==> src/sv/deq_pkg.sv <==
// shared types, constants and helpers for the double-ended queue
`default_nettype none
package deq_pkg;

  localparam int DEPTH      = 16;
  localparam int DATA_WIDTH = 32;
  localparam int PTR_W      = (DEPTH > 1) ? $clog2(DEPTH) : 1;
  localparam int CNT_W      = $clog2(DEPTH + 1);

  typedef logic [PTR_W-1:0]      ptr_t;
  typedef logic [CNT_W-1:0]      cnt_t;
  typedef logic [DATA_WIDTH-1:0] data_t;

  typedef enum logic [2:0] {
    OP_PUSH_FRONT = 3'd0,
    OP_PUSH_BACK  = 3'd1,
    OP_POP_FRONT  = 3'd2,
    OP_POP_BACK   = 3'd3,
    OP_WALK_FWD   = 3'd4,
    OP_WALK_BWD   = 3'd5
  } op_t;

  typedef enum logic [1:0] {
    ST_OK    = 2'd0,
    ST_EMPTY = 2'd1,
    ST_FULL  = 2'd2
  } status_t;

  typedef enum logic [1:0] {
    S_IDLE,
    S_POP_WAIT,
    S_WALK
  } state_t;

  localparam ptr_t PTR_LAST = ptr_t'(DEPTH - 1);
  localparam cnt_t CNT_FULL = cnt_t'(DEPTH);

  function automatic ptr_t ptr_inc(input ptr_t p);
    ptr_t r;
    r = (p == PTR_LAST) ? '0 : p + ptr_t'(1);
    return r;
  endfunction

  function automatic ptr_t ptr_dec(input ptr_t p);
    ptr_t r;
    r = (p == '0) ? PTR_LAST : p - ptr_t'(1);
    return r;
  endfunction

endpackage
`default_nettype wire

==> src/sv/double_ended_queue.sv <==
// double-ended queue: ring memory with cached front and back values
//
// Usage. One item on the slave side is one operation: s_tuser selects it
// (push front, push back, pop front, pop back, walk forward, walk
// backward) and s_tdata carries the value for a push. Results leave on
// the master side; m_tlast marks the final result of an operation and
// m_tuser carries the status (ok, pop on empty, push on full dropped).
// Timing: a push, a failed pop, a pop of the last entry and an unused code
// load the output register as they are taken; a pop that leaves entries
// behind goes through S_POP_WAIT, because the new front or back value is read
// from the ring memory (one read port) into the memory read register first.
// A walk streams one entry per cycle through the memory read register and
// the output register; a walk of an empty queue gives no result. One
// operation is in work at a time; s_tready is high when the block is idle
// and the output register is free or being taken. A stalled receiver
// holds the result and, during a walk, stops the memory reads. Reset
// empties the queue at once; the memory contents are not cleared.
`default_nettype none
module double_ended_queue (
  input  wire logic         clk,
  input  wire logic         rst,
  input  wire logic         s_tvalid,
  output logic              s_tready,
  input  wire logic [31:0]  s_tdata,  // [31:0] push_value
  input  wire logic [2:0]   s_tuser,  // [2:0] op
  output logic              m_tvalid,
  input  wire logic         m_tready,
  output logic [103:0]      m_tdata,  // [31:0] out_value, [36:32] entry_count,
                                      // [68:37] front_value, [100:69] back_value, zero pad
  output logic [1:0]        m_tuser,  // [1:0] status
  output logic              m_tlast   // last_of_run
);

  deq_pkg::state_t state, state_next;

  deq_pkg::ptr_t  front_ptr, front_ptr_next;
  deq_pkg::ptr_t  back_ptr, back_ptr_next;
  deq_pkg::cnt_t  count, count_next;
  deq_pkg::data_t front_val, front_val_next;
  deq_pkg::data_t back_val, back_val_next;
  deq_pkg::data_t popped, popped_next;
  logic           pop_front, pop_front_next;

  deq_pkg::ptr_t  walk_ptr, walk_ptr_next;
  deq_pkg::cnt_t  walk_left, walk_left_next;
  logic           walk_fwd, walk_fwd_next;

  deq_pkg::data_t ring [deq_pkg::DEPTH];
  deq_pkg::data_t mem_q;
  logic           rd_valid, rd_valid_next;
  logic           rd_last, rd_last_next;

  logic           wr_en, rd_en;
  deq_pkg::ptr_t  wr_addr, rd_addr;
  deq_pkg::data_t wr_data;

  logic              accept, move, pop_read;
  deq_pkg::op_t      op;
  deq_pkg::data_t    in_val;

  logic              out_load;
  deq_pkg::data_t    out_value_next;
  deq_pkg::status_t  out_status_next;
  logic              out_last_next;

  deq_pkg::data_t    out_value, out_front, out_back;
  deq_pkg::status_t  out_status;
  deq_pkg::cnt_t     out_count;
  logic              out_last;

  assign s_tready = (state == deq_pkg::S_IDLE) && (!m_tvalid || m_tready);
  assign accept   = s_tvalid && s_tready;
  assign op       = deq_pkg::op_t'(s_tuser);
  assign in_val   = deq_pkg::data_t'(s_tdata);
  assign move     = rd_valid && (!m_tvalid || m_tready);
  assign pop_read = accept && (op == deq_pkg::OP_POP_FRONT || op == deq_pkg::OP_POP_BACK)
                    && (count > deq_pkg::cnt_t'(1));

  // next state
  always_comb begin
    state_next = state;
    case (state)
      deq_pkg::S_IDLE: begin
        if (pop_read) begin
          state_next = deq_pkg::S_POP_WAIT;
        end else if (accept && (op == deq_pkg::OP_WALK_FWD || op == deq_pkg::OP_WALK_BWD)
                     && count != '0) begin
          state_next = deq_pkg::S_WALK;
        end
      end
      deq_pkg::S_POP_WAIT: begin
        state_next = deq_pkg::S_IDLE;
      end
      deq_pkg::S_WALK: begin
        if (walk_left == '0 && !rd_valid) begin
          state_next = deq_pkg::S_IDLE;
        end
      end
      default: begin
        state_next = deq_pkg::S_IDLE;
      end
    endcase
  end

  // datapath control
  always_comb begin
    front_ptr_next  = front_ptr;
    back_ptr_next   = back_ptr;
    count_next      = count;
    front_val_next  = front_val;
    back_val_next   = back_val;
    popped_next     = popped;
    pop_front_next  = pop_front;
    walk_ptr_next   = walk_ptr;
    walk_left_next  = walk_left;
    walk_fwd_next   = walk_fwd;
    rd_valid_next   = rd_valid;
    rd_last_next    = rd_last;
    wr_en           = 1'b0;
    wr_addr         = front_ptr;
    wr_data         = in_val;
    rd_en           = 1'b0;
    rd_addr         = walk_ptr;
    out_load        = 1'b0;
    out_value_next  = '0;
    out_status_next = deq_pkg::ST_OK;
    out_last_next   = 1'b1;

    case (state)
      deq_pkg::S_IDLE: begin
        if (accept) begin
          case (op)
            deq_pkg::OP_PUSH_FRONT, deq_pkg::OP_PUSH_BACK: begin
              out_load = 1'b1;
              if (count == deq_pkg::CNT_FULL) begin
                out_status_next = deq_pkg::ST_FULL;
              end else begin
                wr_en      = 1'b1;
                count_next = count + deq_pkg::cnt_t'(1);
                if (count == '0) begin
                  back_ptr_next  = front_ptr;
                  wr_addr        = front_ptr;
                  front_val_next = in_val;
                  back_val_next  = in_val;
                end else if (op == deq_pkg::OP_PUSH_FRONT) begin
                  front_ptr_next = deq_pkg::ptr_dec(front_ptr);
                  wr_addr        = deq_pkg::ptr_dec(front_ptr);
                  front_val_next = in_val;
                end else begin
                  back_ptr_next = deq_pkg::ptr_inc(back_ptr);
                  wr_addr       = deq_pkg::ptr_inc(back_ptr);
                  back_val_next = in_val;
                end
              end
            end
            deq_pkg::OP_POP_FRONT, deq_pkg::OP_POP_BACK: begin
              if (count == '0) begin
                out_load        = 1'b1;
                out_status_next = deq_pkg::ST_EMPTY;
              end else begin
                count_next     = count - deq_pkg::cnt_t'(1);
                pop_front_next = (op == deq_pkg::OP_POP_FRONT);
                popped_next    = (op == deq_pkg::OP_POP_FRONT) ? front_val : back_val;
                if (pop_read) begin
                  // new end value comes back from the ring next cycle
                  rd_en = 1'b1;
                  if (op == deq_pkg::OP_POP_FRONT) begin
                    front_ptr_next = deq_pkg::ptr_inc(front_ptr);
                    rd_addr        = deq_pkg::ptr_inc(front_ptr);
                  end else begin
                    back_ptr_next = deq_pkg::ptr_dec(back_ptr);
                    rd_addr       = deq_pkg::ptr_dec(back_ptr);
                  end
                end else begin
                  out_load       = 1'b1;
                  out_value_next = popped_next;
                end
              end
            end
            deq_pkg::OP_WALK_FWD, deq_pkg::OP_WALK_BWD: begin
              walk_fwd_next  = (op == deq_pkg::OP_WALK_FWD);
              walk_ptr_next  = (op == deq_pkg::OP_WALK_FWD) ? front_ptr : back_ptr;
              walk_left_next = count;
            end
            default: begin
              out_load = 1'b1;
            end
          endcase
        end
      end
      deq_pkg::S_POP_WAIT: begin
        out_load       = 1'b1;
        out_value_next = popped;
        if (pop_front) begin
          front_val_next = mem_q;
        end else begin
          back_val_next = mem_q;
        end
      end
      deq_pkg::S_WALK: begin
        // memory read register and output register form a two-stage pipe
        rd_en = (walk_left != '0) && (!rd_valid || move);
        if (rd_en) begin
          walk_ptr_next  = walk_fwd ? deq_pkg::ptr_inc(walk_ptr) : deq_pkg::ptr_dec(walk_ptr);
          walk_left_next = walk_left - deq_pkg::cnt_t'(1);
          rd_last_next   = (walk_left == deq_pkg::cnt_t'(1));
          rd_valid_next  = 1'b1;
        end else if (move) begin
          rd_valid_next = 1'b0;
        end
        if (move) begin
          out_load       = 1'b1;
          out_value_next = mem_q;
          out_last_next  = rd_last;
        end
      end
      default: begin
        rd_valid_next = 1'b0;
      end
    endcase
  end

  always_ff @(posedge clk) begin
    if (wr_en) begin
      ring[wr_addr] <= wr_data;
    end
    if (rd_en) begin
      mem_q <= ring[rd_addr];
    end
  end

  always_ff @(posedge clk) begin
    if (rst) begin
      state     <= deq_pkg::S_IDLE;
      front_ptr <= '0;
      back_ptr  <= '0;
      count     <= '0;
      rd_valid  <= 1'b0;
      walk_left <= '0;
      m_tvalid  <= 1'b0;
    end else begin
      state     <= state_next;
      front_ptr <= front_ptr_next;
      back_ptr  <= back_ptr_next;
      count     <= count_next;
      rd_valid  <= rd_valid_next;
      walk_left <= walk_left_next;
      if (out_load) begin
        m_tvalid <= 1'b1;
      end else if (m_tready) begin
        m_tvalid <= 1'b0;
      end
    end
  end

  always_ff @(posedge clk) begin
    front_val <= front_val_next;
    back_val  <= back_val_next;
    popped    <= popped_next;
    pop_front <= pop_front_next;
    walk_ptr  <= walk_ptr_next;
    walk_fwd  <= walk_fwd_next;
    rd_last   <= rd_last_next;
    if (out_load) begin
      out_value  <= out_value_next;
      out_status <= out_status_next;
      out_last   <= out_last_next;
      out_count  <= count_next;
      out_front  <= (count_next != '0) ? front_val_next : '0;
      out_back   <= (count_next != '0) ? back_val_next : '0;
    end
  end

  assign m_tdata = {3'b000, 32'(out_back), 32'(out_front), 5'(out_count), 32'(out_value)};
  assign m_tuser = out_status;
  assign m_tlast = out_last;

  a_count_bound: assert property (@(posedge clk) disable iff (rst)
    count <= deq_pkg::CNT_FULL)
    else $error("entry count above depth");

  a_ready_pipe_empty: assert property (@(posedge clk) disable iff (rst)
    s_tready |-> !rd_valid)
    else $error("input taken while a walk read is in flight");

  a_pop_wait_out_free: assert property (@(posedge clk) disable iff (rst)
    state == deq_pkg::S_POP_WAIT |-> !m_tvalid)
    else $error("pop result would overwrite a waiting result");

  a_push_counts: assert property (@(posedge clk) disable iff (rst)
    (accept && (op == deq_pkg::OP_PUSH_FRONT || op == deq_pkg::OP_PUSH_BACK)
     && count != deq_pkg::CNT_FULL) |=> count == $past(count) + deq_pkg::cnt_t'(1))
    else $error("push did not raise the count");

  a_walk_ends_idle: assert property (@(posedge clk) disable iff (rst)
    (state == deq_pkg::S_WALK && walk_left == '0 && !rd_valid) |=> state == deq_pkg::S_IDLE)
    else $error("walk did not finish");

endmodule
`default_nettype wire

==> config.mk <==
export PLATFORM = sky130hd
export DESIGN_NAME = double_ended_queue
export DESIGN_NICKNAME = d
export VERILOG_FILES = /design/src/sv/deq_pkg.sv /design/src/sv/double_ended_queue.sv
export SDC_FILE = /design/constraint.sdc
export NUM_CORES = 1
export LEC_CHECK = 0
export BUFFER_PORTS_ARGS = -buffer_cell sky130_fd_sc_hd__clkbuf_2
export CORE_MARGIN = 2
export CORE_UTILIZATION = 45
export DETAILED_ROUTE_END_ITERATION = 10
export GPL_ROUTABILITY_DRIVEN = 0
export HOLD_SLACK_MARGIN = 0.15
export PLACE_DENSITY_LB_ADDON = 0.08
export SLEW_MARGIN = 20
export SYNTH_ARGS = -nofsm -noshare
export SYNTH_HDL_FRONTEND = slang
export SYNTH_SLANG_ARGS = --single-unit
==> constraint.sdc <==
create_clock -name clk -period 10.71 [get_ports clk]
set_input_delay 1.6065 -clock clk [delete_from_list [all_inputs] [get_ports clk]]
set_output_delay 1.6065 -clock clk [all_outputs]
set_load 0.005 [all_outputs]
-- After elaboration in Yosys (flattened, before gate mapping)
Memories as Yosys holds them, arrays and structs flattened. A register that Yosys moved wholly into a read port is not among the register bits.
Cells that the tools add are included.
- register bits after elaboration: 229
- RAM bits: 512
- word-level logic and storage cells: 198
- input port bits: 39
- memories kept: 1
- output and inout bits: 109
- memory list (name ; depth ; width ; rd ports ; clocked after Yosys merged registers in ; wr ports ; RTL line ; RTL):
    ring ; 16 ; 32 ; 1 ; 1 ; 1 ; double_ended_queue.sv:48 ; deq_pkg::data_t ring [deq_pkg::DEPTH];
- bitwise operators: 2
- reduce and logical (&&, ||, !) cells: 42
- equal/unequal tests: 26
- $add $sub $neg: 9
- mux-type cells: 97
- $lt $le $gt $ge: 1
- operator list (cell ; count):
    two-way mux 32 bit ; 18
    two-way mux 4 bit ; 35
    case mux 32 bit (2 select lines) ; 2
    case mux 32 bit (3 select lines) ; 1
    two-way mux 5 bit ; 7
    case mux 4 bit (2 select lines) ; 3
    inequality test 2 bit, second input constant ; 10
    case mux 5 bit (2 select lines) ; 2
    two-way mux 1 bit ; 19
    nonzero test 5 bit ; 3
    adder 4 x 1 -> 4 bit, second input constant ; 3
    equality test 4 bit, second input constant ; 3
    zero test 4 bit ; 3
    subtractor 4 x 1 -> 4 bit, second input constant ; 3
    zero test 5 bit ; 2
    AND reduction 2 bit ; 5
    subtractor 5 x 1 -> 5 bit, second input constant ; 2
    logical AND 1 bit ; 9
    AND reduction 9 bit ; 1
    two-way mux 2 bit ; 4
    case mux 2 bit (2 select lines) ; 2
    AND reduction 4 bit ; 2
    AND reduction 8 bit ; 1
    OR reduction 2 bit ; 4
    21 further kinds ; 33

-- Logic depth before layout (Yosys ltp)
Gate-level depths: netlist of the first run.
- word-level depth: 12
- mapped depth: 12
- gate-level depth less buffers: 9

-- Least setup slack after synthesis of the first run
No wires, ideal clock.
- path type: input to register
- start point: input port s_tuser[1]
- end point: register out_last (netlist: m_tlast) (enable)
- arrival: 5394 ps
- buffers on the path: 3
- required time: 10222 ps
- cell stages on the path: 5
- setup slack: 4829 ps
- cell sequence: buf_2 > buf_1 > buf_1 > nand2b_1 > a311o_1
- cells in the longest elaborated chain, start to end: 9
- RTL lines (item ; RTL line ; RTL):
    start: declaration ; double_ended_queue.sv:25 ; input wire logic [2:0] s_tuser,
    equality test 3 x 2 -> 1 bit ; double_ended_queue.sv:76, double_ended_queue.sv:132 ;
    logical OR 1 bit ; double_ended_queue.sv:76 ; assign pop_read = accept && (op == deq_pkg::OP_POP_FRONT || op == deq_pkg::OP_POP_BACK)
    logical AND 1 bit ; double_ended_queue.sv:76 ;
    logical AND 1 bit ; double_ended_queue.sv:77 ; && (count > deq_pkg::cnt_t'(1));
    two-way mux 1 bit ; double_ended_queue.sv:164 ; if (pop_read) begin
    two-way mux 1 bit ; double_ended_queue.sv:157 ; if (count == '0) begin
    case mux 1 bit (2 select lines) * ; double_ended_queue.sv:132 ; case (op)
    two-way mux 1 bit * ; double_ended_queue.sv:131 ; if (accept) begin
    case mux 1 bit (3 select lines) * ; double_ended_queue.sv:129 ; case (state)
    via out_load ; double_ended_queue.sv:61 ; logic out_load;
    end signal: assignment ; double_ended_queue.sv:267 ; out_last <= out_last_next;
    end: declaration ; double_ended_queue.sv:69 ; logic out_last;
The timed path passes the listed nets; every way through them passes the cells marked *.
A chain may end at the register's enable or synchronous reset.

-- Worst setup path in the final report of the first run
- start point: input port s_tuser[1]
- end point: register mem_q[14], read port of ring (data pin)
- cells in the longest elaborated chain, start to end: 9
- RTL lines (item ; RTL line ; RTL):
    equality test 3 x 2 -> 1 bit (on tied branches) ; double_ended_queue.sv:76, double_ended_queue.sv:132, double_ended_queue.sv:167 ;
    logical OR 1 bit ; double_ended_queue.sv:76 ;
    logical AND 1 bit ; double_ended_queue.sv:76 ;
    logical AND 1 bit ; double_ended_queue.sv:77 ;
    two-way mux 1 bit / two-way mux 4 bit (equally long branches) ; double_ended_queue.sv:164 ;
    two-way mux 1 bit / two-way mux 4 bit (equally long branches) ; double_ended_queue.sv:157 ;
    two-way mux 1 bit / two-way mux 4 bit (equally long branches) ; double_ended_queue.sv:132 ;
    two-way mux 1 bit / two-way mux 4 bit (equally long branches) ; double_ended_queue.sv:131 ;
    case mux 1 bit (2 select lines) / two-way mux 4 bit (equally long branches) ; double_ended_queue.sv:129 ;
    end: declaration ; double_ended_queue.sv:49 ; deq_pkg::data_t mem_q;
Parallel ways exist; a longest one is shown, timed or not.

==> results of run 1 <==
-- power groups by stage --
| stage | registers [W] | clock network [W] | logic (W) |
|---|---|---|---|
| after floorplan | 0.00363 | 0 | 0.000486 |
| after global placement | 0.00364 | 0 | 0.000689 |
| after detailed placement | 0.00365 | 0 | 0.000705 |
| after CTS | 0.00359 | 0.00296 | 0.000708 |
| after global routing | 0.00361 | 0.00308 | 0.000776 |
| final | 0.00359 | 0.00290 | 0.000706 |
-- worst min path at each step --
stage / depth (start not counted) / slack [ns] / to
after floorplan: 2 / 0.46 / rd_valid
after global placement: 2 / 0.47 / rd_valid
after detailed placement: 2 / 0.49 / rd_valid
after CTS: 2 / 0.50 / rd_valid
after global routing: 2 / 0.55 / rd_valid
final: 2 / 0.50 / rd_valid
-- per-stage QoR --
stage	setup slack [ns]	utilization [%]	area, um2
after floorplan	4.83	-	32600
after global placement	4.27	47.7	34200
after detailed placement	4.06	47.7	34200
after CTS	4.74	51.6	37000
after global routing	4.37	51.6	37000
final	4.83	51.6	37000
-- state kept, by name, summed over array words and instances, names as in the netlist, 5 cells and up --
signal / count
ring: 512
front_val: 32
out_count: 5
out_value: 32
mem_q: 32
count: 5
back_val: 32
walk_left: 5
out_front: 32
popped: 32
out_back: 32
-- synth_stat cells (3+ instances only) --
| cell type | number | area, um2 |
|---|---|---|
| edfxtp_1 | 687 | 20600 |
| and3_1 | 256 | 1600 |
| a211oi_1 | 254 | 1910 |
| clkbuf_1 | 147 | 552 |
| dfxtp_1 | 86 | 1720 |
| mux2_2 | 71 | 800 |
| nand2_1 | 71 | 267 |
| a22oi_1 | 68 | 510 |
| and2_1 | 68 | 425 |
| nor4_1 | 65 | 407 |
| o22a_1 | 63 | 552 |
| nor2_1 | 52 | 195 |
| mux2i_1 | 42 | 420 |
| nand3_1 | 40 | 200 |
| o21ai_1 | 32 | 160 |
| mux2_1 | 31 | 349 |
| a21oi_1 | 30 | 150 |
| o21ai_0 | 27 | 135 |
| buf_2 | 26 | 130 |
| inv_1 | 18 | 67.6 |
| ha_1 | 14 | 175 |
| nor3_1 | 10 | 50.1 |
| buf_6 | 9 | 101 |
| nand2b_1 | 9 | 56.3 |
| nor2b_1 | 8 | 50.1 |
| xnor2_1 | 8 | 70.1 |
| buf_1 | 7 | 26.3 |
| buf_4 | 7 | 52.6 |
| a31oi_1 | 6 | 37.5 |
| nand4_1 | 5 | 31.3 |
| o22ai_1 | 5 | 31.3 |
| a211o_1 | 4 | 35.0 |
| o31ai_1 | 4 | 30.0 |
| nor3_2 | 3 | 30.0 |
| o21bai_1 | 3 | 22.5 |
-- worst max-delay path: stages --
cell	delay [ns]
clkbuf_2	0.46
nor3b_4	0.27
buf_4	0.54
a21oi_2	0.10
o2111ai_4	0.25
buf_12	0.67
nand2_8	0.68
buf_4	0.70
a211oi_1	0.40
nor4_1	0.09
mux2_2	0.27
-- cell type report --
cell class	instances	share of cell area, %
Sequential cell	773	60.5
Multi-Input combinational cell	1305	25.7
Clock buffer	100	6.02
Tap cell	950	3.22
Timing Repair Buffer	189	2.93
Clock inverter	54	1.48
Inverter	19	0.193
Antenna cell	4	0.0271
-- layer usage --
metal	GRT usage, %	part of all wire, %
met3	3.37	6.6
met1	35.2	46
met5	0	0.015
met2	37.5	46
met4	5.48	1.5
-- kinds of logic after synthesis --
kind of cell | Yosys count | share of synthesized area [%]
simple gates | 608 | 10.8
flops | 773 | 68.7
compound gates | 528 | 12.1
buf+inv | 215 | 2.87
mux | 144 | 4.82
other cells | 1 | 0.0115
xor+xnor | 8 | 0.215
fa+ha+maj | 14 | 0.538
==> impl_metrics.json, run 1 <==
{
  "cts_sinks": 773,
  "routed_wl_mm": 89.7,
  "p_leak_nw": 12.7,
  "synth_area_per_cell_um2": 14.2,
  "min_period_over_period_pct": 54.9,
  "synth_edf_count": 687,
  "postSynth.asyncResetShare_pct": 0,
  "swShare_pct": 23.4,
  "rrSetupSlack_ns": 5.60,
  "antenna_found_initial": 3,
  "clk_pin_slew_ns": 0.06,
  "dp_cells": 3236,
  "tns_ns": 0,
  "yosysWarnings": 0,
  "grt_start_max_net_pins": 253,
  "worst-path-max-fanout": 252,
  "grt_pass1_wl_mm": 133,
  "slew_headroom_pct": 24.9,
  "clock_skew_ns": 0.0237,
  "drc": 0,
  "cp-end-kind": "register",
  "synth-seq-cells": 773,
  "power_switching_w": 0.00169,
  "multi_input_area_um2": 9490,
  "hold_viol": 0,
  "cts_buffer_depth": 3,
  "finalNonFillerCells": 3394,
  "drt-initial-drc-count": 2058,
  "dp_hpwl_mm": 46.8,
  "cts_hold_buf": 0,
  "synth-seq-area-share_pct": 68.7,
  "r2r.worst_path.cells": 11,
  "hold_path.class": "register to register",
  "p_comb_share_pct": 9.8,
  "p_int_w": 0.00551,
  "port_buffers": 144,
  "ys_types": 78,
  "crit_path_start_kind": "input port",
  "power.total_w": 0.00720,
  "peakVddDrop_mv": 0.114,
  "cp.required_ns": 11.09,
  "final_common_cell": "edfxtp_1",
  "regArea_um2": 22400,
  "cts_setup_buffers": 0,
  "ios": 148,
  "rows": 98,
  "grtUsageTotal_pct": 23.8,
  "ctsRootBufferMaster": "clkbuf_16",
  "nets": 2424,
  "grt_setup_unrepaired": "no",
  "maxCapViolCount": 0,
  "outcome": "finished, final reports clean",
  "initial_core_util_pct": 45.5,
  "crit_arrival_ns": 6.26,
  "grt_pass1_vias": 20168,
  "critPathCapture": "mem_q[14]",
  "ctsResizeCount": 0,
  "setup_viol_count_final": 0,
  "dieArea_um2": 74500,
  "p_clk_share_pct": 40.3,
  "area_growth_syn_to_layout_pct": 13.6,
  "h-tree-depth": 3,
  "final_antenna_net_count": 0,
  "die_w_um": 273,
  "pwr-share-seq_pct": 49.9,
  "synthesis.area_um2": 32500,
  "cts_tree": "done",
  "r2r_start": "count[0]",
  "critPathKind": "input port to register",
  "slew_viol_final": 0,
  "nFillCells": 6043,
  "startpoint": "s_tuser[1]",
  "coreArea_um2": 71600,
  "vias_per_cell": 6.07,
  "wl_per_cell_um": 26.4,
  "clock_latency_ns": 0.63,
  "fin_crit_ns": 5.88,
  "powerDensity_nw_per_um2": 195,
  "clock.fmax_ghz": 0.170,
  "min-delay-start": "rd_valid",
  "hold_slack_ns": 0.499,
  "grt-ovfl-total": 0,
  "reg2reg_to": "mem_q[14]",
  "synth_ff_type": "edfxtp_1",
  "final_cell_mix": "edfxtp_1 (687), and3_1 (256), a211oi_1 (254)",
  "layout-drive-gt1-share_pct": 18.2,
  "synth_cells": 2291,
  "first_pass_iters": 5,
  "die_h_um": 273,
  "vias": 20601,
  "tightest_slew_ns": 1.13,
  "cts_buffers": 83
}
Power figures use the tool's default switching activity.
==> inputs of run 2 (changes only) <==
--- a/config.mk
+++ b/config.mk
@@ -5,6 +5,7 @@
 export SDC_FILE = /design/constraint.sdc
 export NUM_CORES = 1
 export LEC_CHECK = 0
+export ABC_AREA = 1
 export BUFFER_PORTS_ARGS = -buffer_cell sky130_fd_sc_hd__clkbuf_2
 export CORE_MARGIN = 2
 export CORE_UTILIZATION = 45
==> constraint.sdc (replaced) <==
create_clock -name clk -period 6 [get_ports clk]
set_input_delay 0.9 -clock clk [delete_from_list [all_inputs] [get_ports clk]]
set_output_delay 0.9 -clock clk [all_outputs]
set_load 0.005 [all_outputs]
==> impl_metrics.json, run 2 <==
{
  "outcome": "finished, final reports clean",
  "port_buffers": 144,
  "die_w_um": 282,
  "slowest_stage": "buf_4",
  "synth_area_per_cell_um2": 10.0,
  "grtUsageTotal_pct": 24.8,
  "synth-seq-cells": 773,
  "nFillCells": 6882,
  "critPathKind": "register to register",
  "crit_path_start_kind": "register",
  "regMostFlops": "ring",
  "slew_headroom_pct": 26.2,
  "ios": 148,
  "largest_reg_flops": 512,
  "yosysTopAreaCell": "edfxtp_1",
  "first_pass_iters": 5,
  "r2r.worst_path.cells": 13,
  "hold_viol": 0,
  "synth.top_cells.by_count": "nand2_1 (724), edfxtp_1 (687), inv_1 (669)",
  "area_growth_syn_to_layout_pct": 12.2,
  "setup_viol_count_final": 0,
  "hold_slack_ns": 0.495,
  "synth-seq-area-share_pct": 64.3,
  "cts_setup_buffers": 0,
  "ys_types": 43,
  "final_core_util_pct": 51.2,
  "hold_path.class": "register to register",
  "ys_top_cells_by_area": "edfxtp_1 (59%), nand2_1 (7.8%), nand3_1 (7.6%)",
  "critPathMaxStageDelay_ns": 0.70,
  "synth_ff_type": "edfxtp_1",
  "maxCapViolCount": 0,
  "initial_core_util_pct": 45.6,
  "synth_edf_count": 687,
  "vias_per_cell": 5.34,
  "vias": 24844,
  "cts_sinks": 773,
  "rows": 101,
  "antenna_found_initial": 4,
  "regArea_um2": 22400,
  "multi_input_area_um2": 9050,
  "cts_buffer_depth": 3,
  "final_antenna_net_count": 0,
  "layout_setup_ws_ns": 1.74,
  "holdPathStages": 2,
  "crit_arrival_ns": 4.63,
  "layout-drive-gt1-share_pct": 10.2,
  "grt_pass1_wl_mm": 147,
  "grt-ovfl-total": 0,
  "min_period_over_period_pct": 71.0,
  "synth.most_common_cell": "nand2_1",
  "grt_setup_unrepaired": "no",
  "synth_cells": 3461,
  "drt-initial-drc-count": 2548,
  "tightest_slew_ns": 1.11,
  "critical-path-top-delay-family": "simple AND/OR/NAND/NOR gates",
  "ctsResizeCount": 0,
  "cp_num_buf_inv": 3,
  "clock_latency_ns": 0.63,
  "clk_pin_slew_ns": 0.06,
  "worst-path-stages": 13,
  "post-place-ws_ns": 1.43,
  "powerDensity_nw_per_um2": 341,
  "yosysWarnings": 0,
  "clock.fmax_ghz": 0.235,
  "routed_wl_mm": 98.7,
  "p_leak_nw": 16.6,
  "clock_skew_ns": 0.0268,
  "final_common_cell": "nand2_1",
  "worst-path-max-fanout": 72,
  "fin_crit_ns": 4.26,
  "tns_ns": 0,
  "cts_hold_buf": 0,
  "cp_cell_sequence": "inv_1 -> ha_1 -> nand3_2 -> nand2_4 -> inv_2 -> nand3_4 -> nand2_8 -> buf_4 -> nand2_1 -> nand3_1 -> nand3_1 -> nand3_1 -> nand2_1",
  "cpMostUsedCell": "nand3_1",
  "coreArea_um2": 76200,
  "grt_pass1_vias": 23784,
  "ctsRootBufferMaster": "clkbuf_16",
  "power.total_w": 0.0133,
  "final_cell_mix": "nand2_1 (722), edfxtp_1 (687), inv_1 (669)",
  "cts_buffers": 83,
  "wl_per_cell_um": 21.2,
  "slew_viol_final": 0,
  "dp_hpwl_mm": 56.9,
  "nets": 3609,
  "synth.top_cell.area_share_pct": 59.4,
  "synthesis.area_um2": 34700,
  "dieArea_um2": 79400,
  "peakVddDrop_mv": 0.195,
  "h-tree-depth": 3,
  "cp.required_ns": 6.37,
  "grt_start_max_net_pins": 129,
  "cp-end-kind": "register",
  "drc": 0,
  "postSynth.asyncResetShare_pct": 0,
  "die_h_um": 282,
  "cts_tree": "done"
}
-- run 2: report_power, final --
group	switching [W]	internal [W]	leakage, nW
Combinational	0.00123	0.000578	8.33
Clock	0.00209	0.00285	1.27
Sequential	0.000186	0.00634	6.98
-- run 2: metrics by stage --
| stage | cell area, um2 | instances |
|---|---|---|
| floorplan | 34800 | 3463 |
| global placement | 36400 | 4501 |
| detailed placement | 36400 | 4501 |
| CTS | 39000 | 4649 |
| global route | 39000 | 4651 |
| finish | 39000 | 4651 |
-- run 2: logic make-up after synthesis --
family / after synthesis / synth area share [%]
adders and majority gates: 14 / 0.504
xor gates and xnor gates: 14 / 0.353
other: 1 / 0.0108
and+or+nand+nor: 1444 / 18.2
AOI/OAI and AO/OA: 350 / 6.25
buffers and inverters: 865 / 10.3
DFF: 773 / 64.3
-- run 2: path summary, 6_finish.rpt --
check,start,slack (ns),end
setup / recovery,count[0],1.74,mem_q[0]
hold / removal,front_val[8],0.50,front_val[8]
setup reg to reg,count[0],1.74,mem_q[0]
hold reg to reg,front_val[8],0.50,front_val[8]
-- run 2: final cells by class --
type                            instances  share of cell area (%)
Antenna cell                            2                  0.0128
Clock inverter                         43                   0.796
Multi-Input combinational cell       1825                    23.2
Sequential cell                       773                    57.3
Clock buffer                          105                    5.86
Tap cell                             1030                    3.31
Inverter                              683                    6.57
Timing Repair Buffer                  190                    2.93
-- run 2: routing by layer --
layer / global-route usage (%) / share of wire (%) / vias to the layer above
li1: - / - / 11640
met1: 35.3 / 45 / 12069
met2: 38.6 / 45 / 968
met3: 4.13 / 7.7 / 167
met4: 8.40 / 2.7 / 0
met5: 0 / 0 / -
-- run 2: worst register-to-register path, stage by stage (launching register included) --
cell	delay (ns)
dfxtp_1	0.49
inv_1	0.15
ha_1	0.27
nand3_2	0.27
nand2_4	0.16
inv_2	0.18
nand3_4	0.49
nand2_8	0.63
buf_4	0.80
nand2_1	0.19
nand3_1	0.12
nand3_1	0.11
nand3_1	0.10
nand2_1	0.06
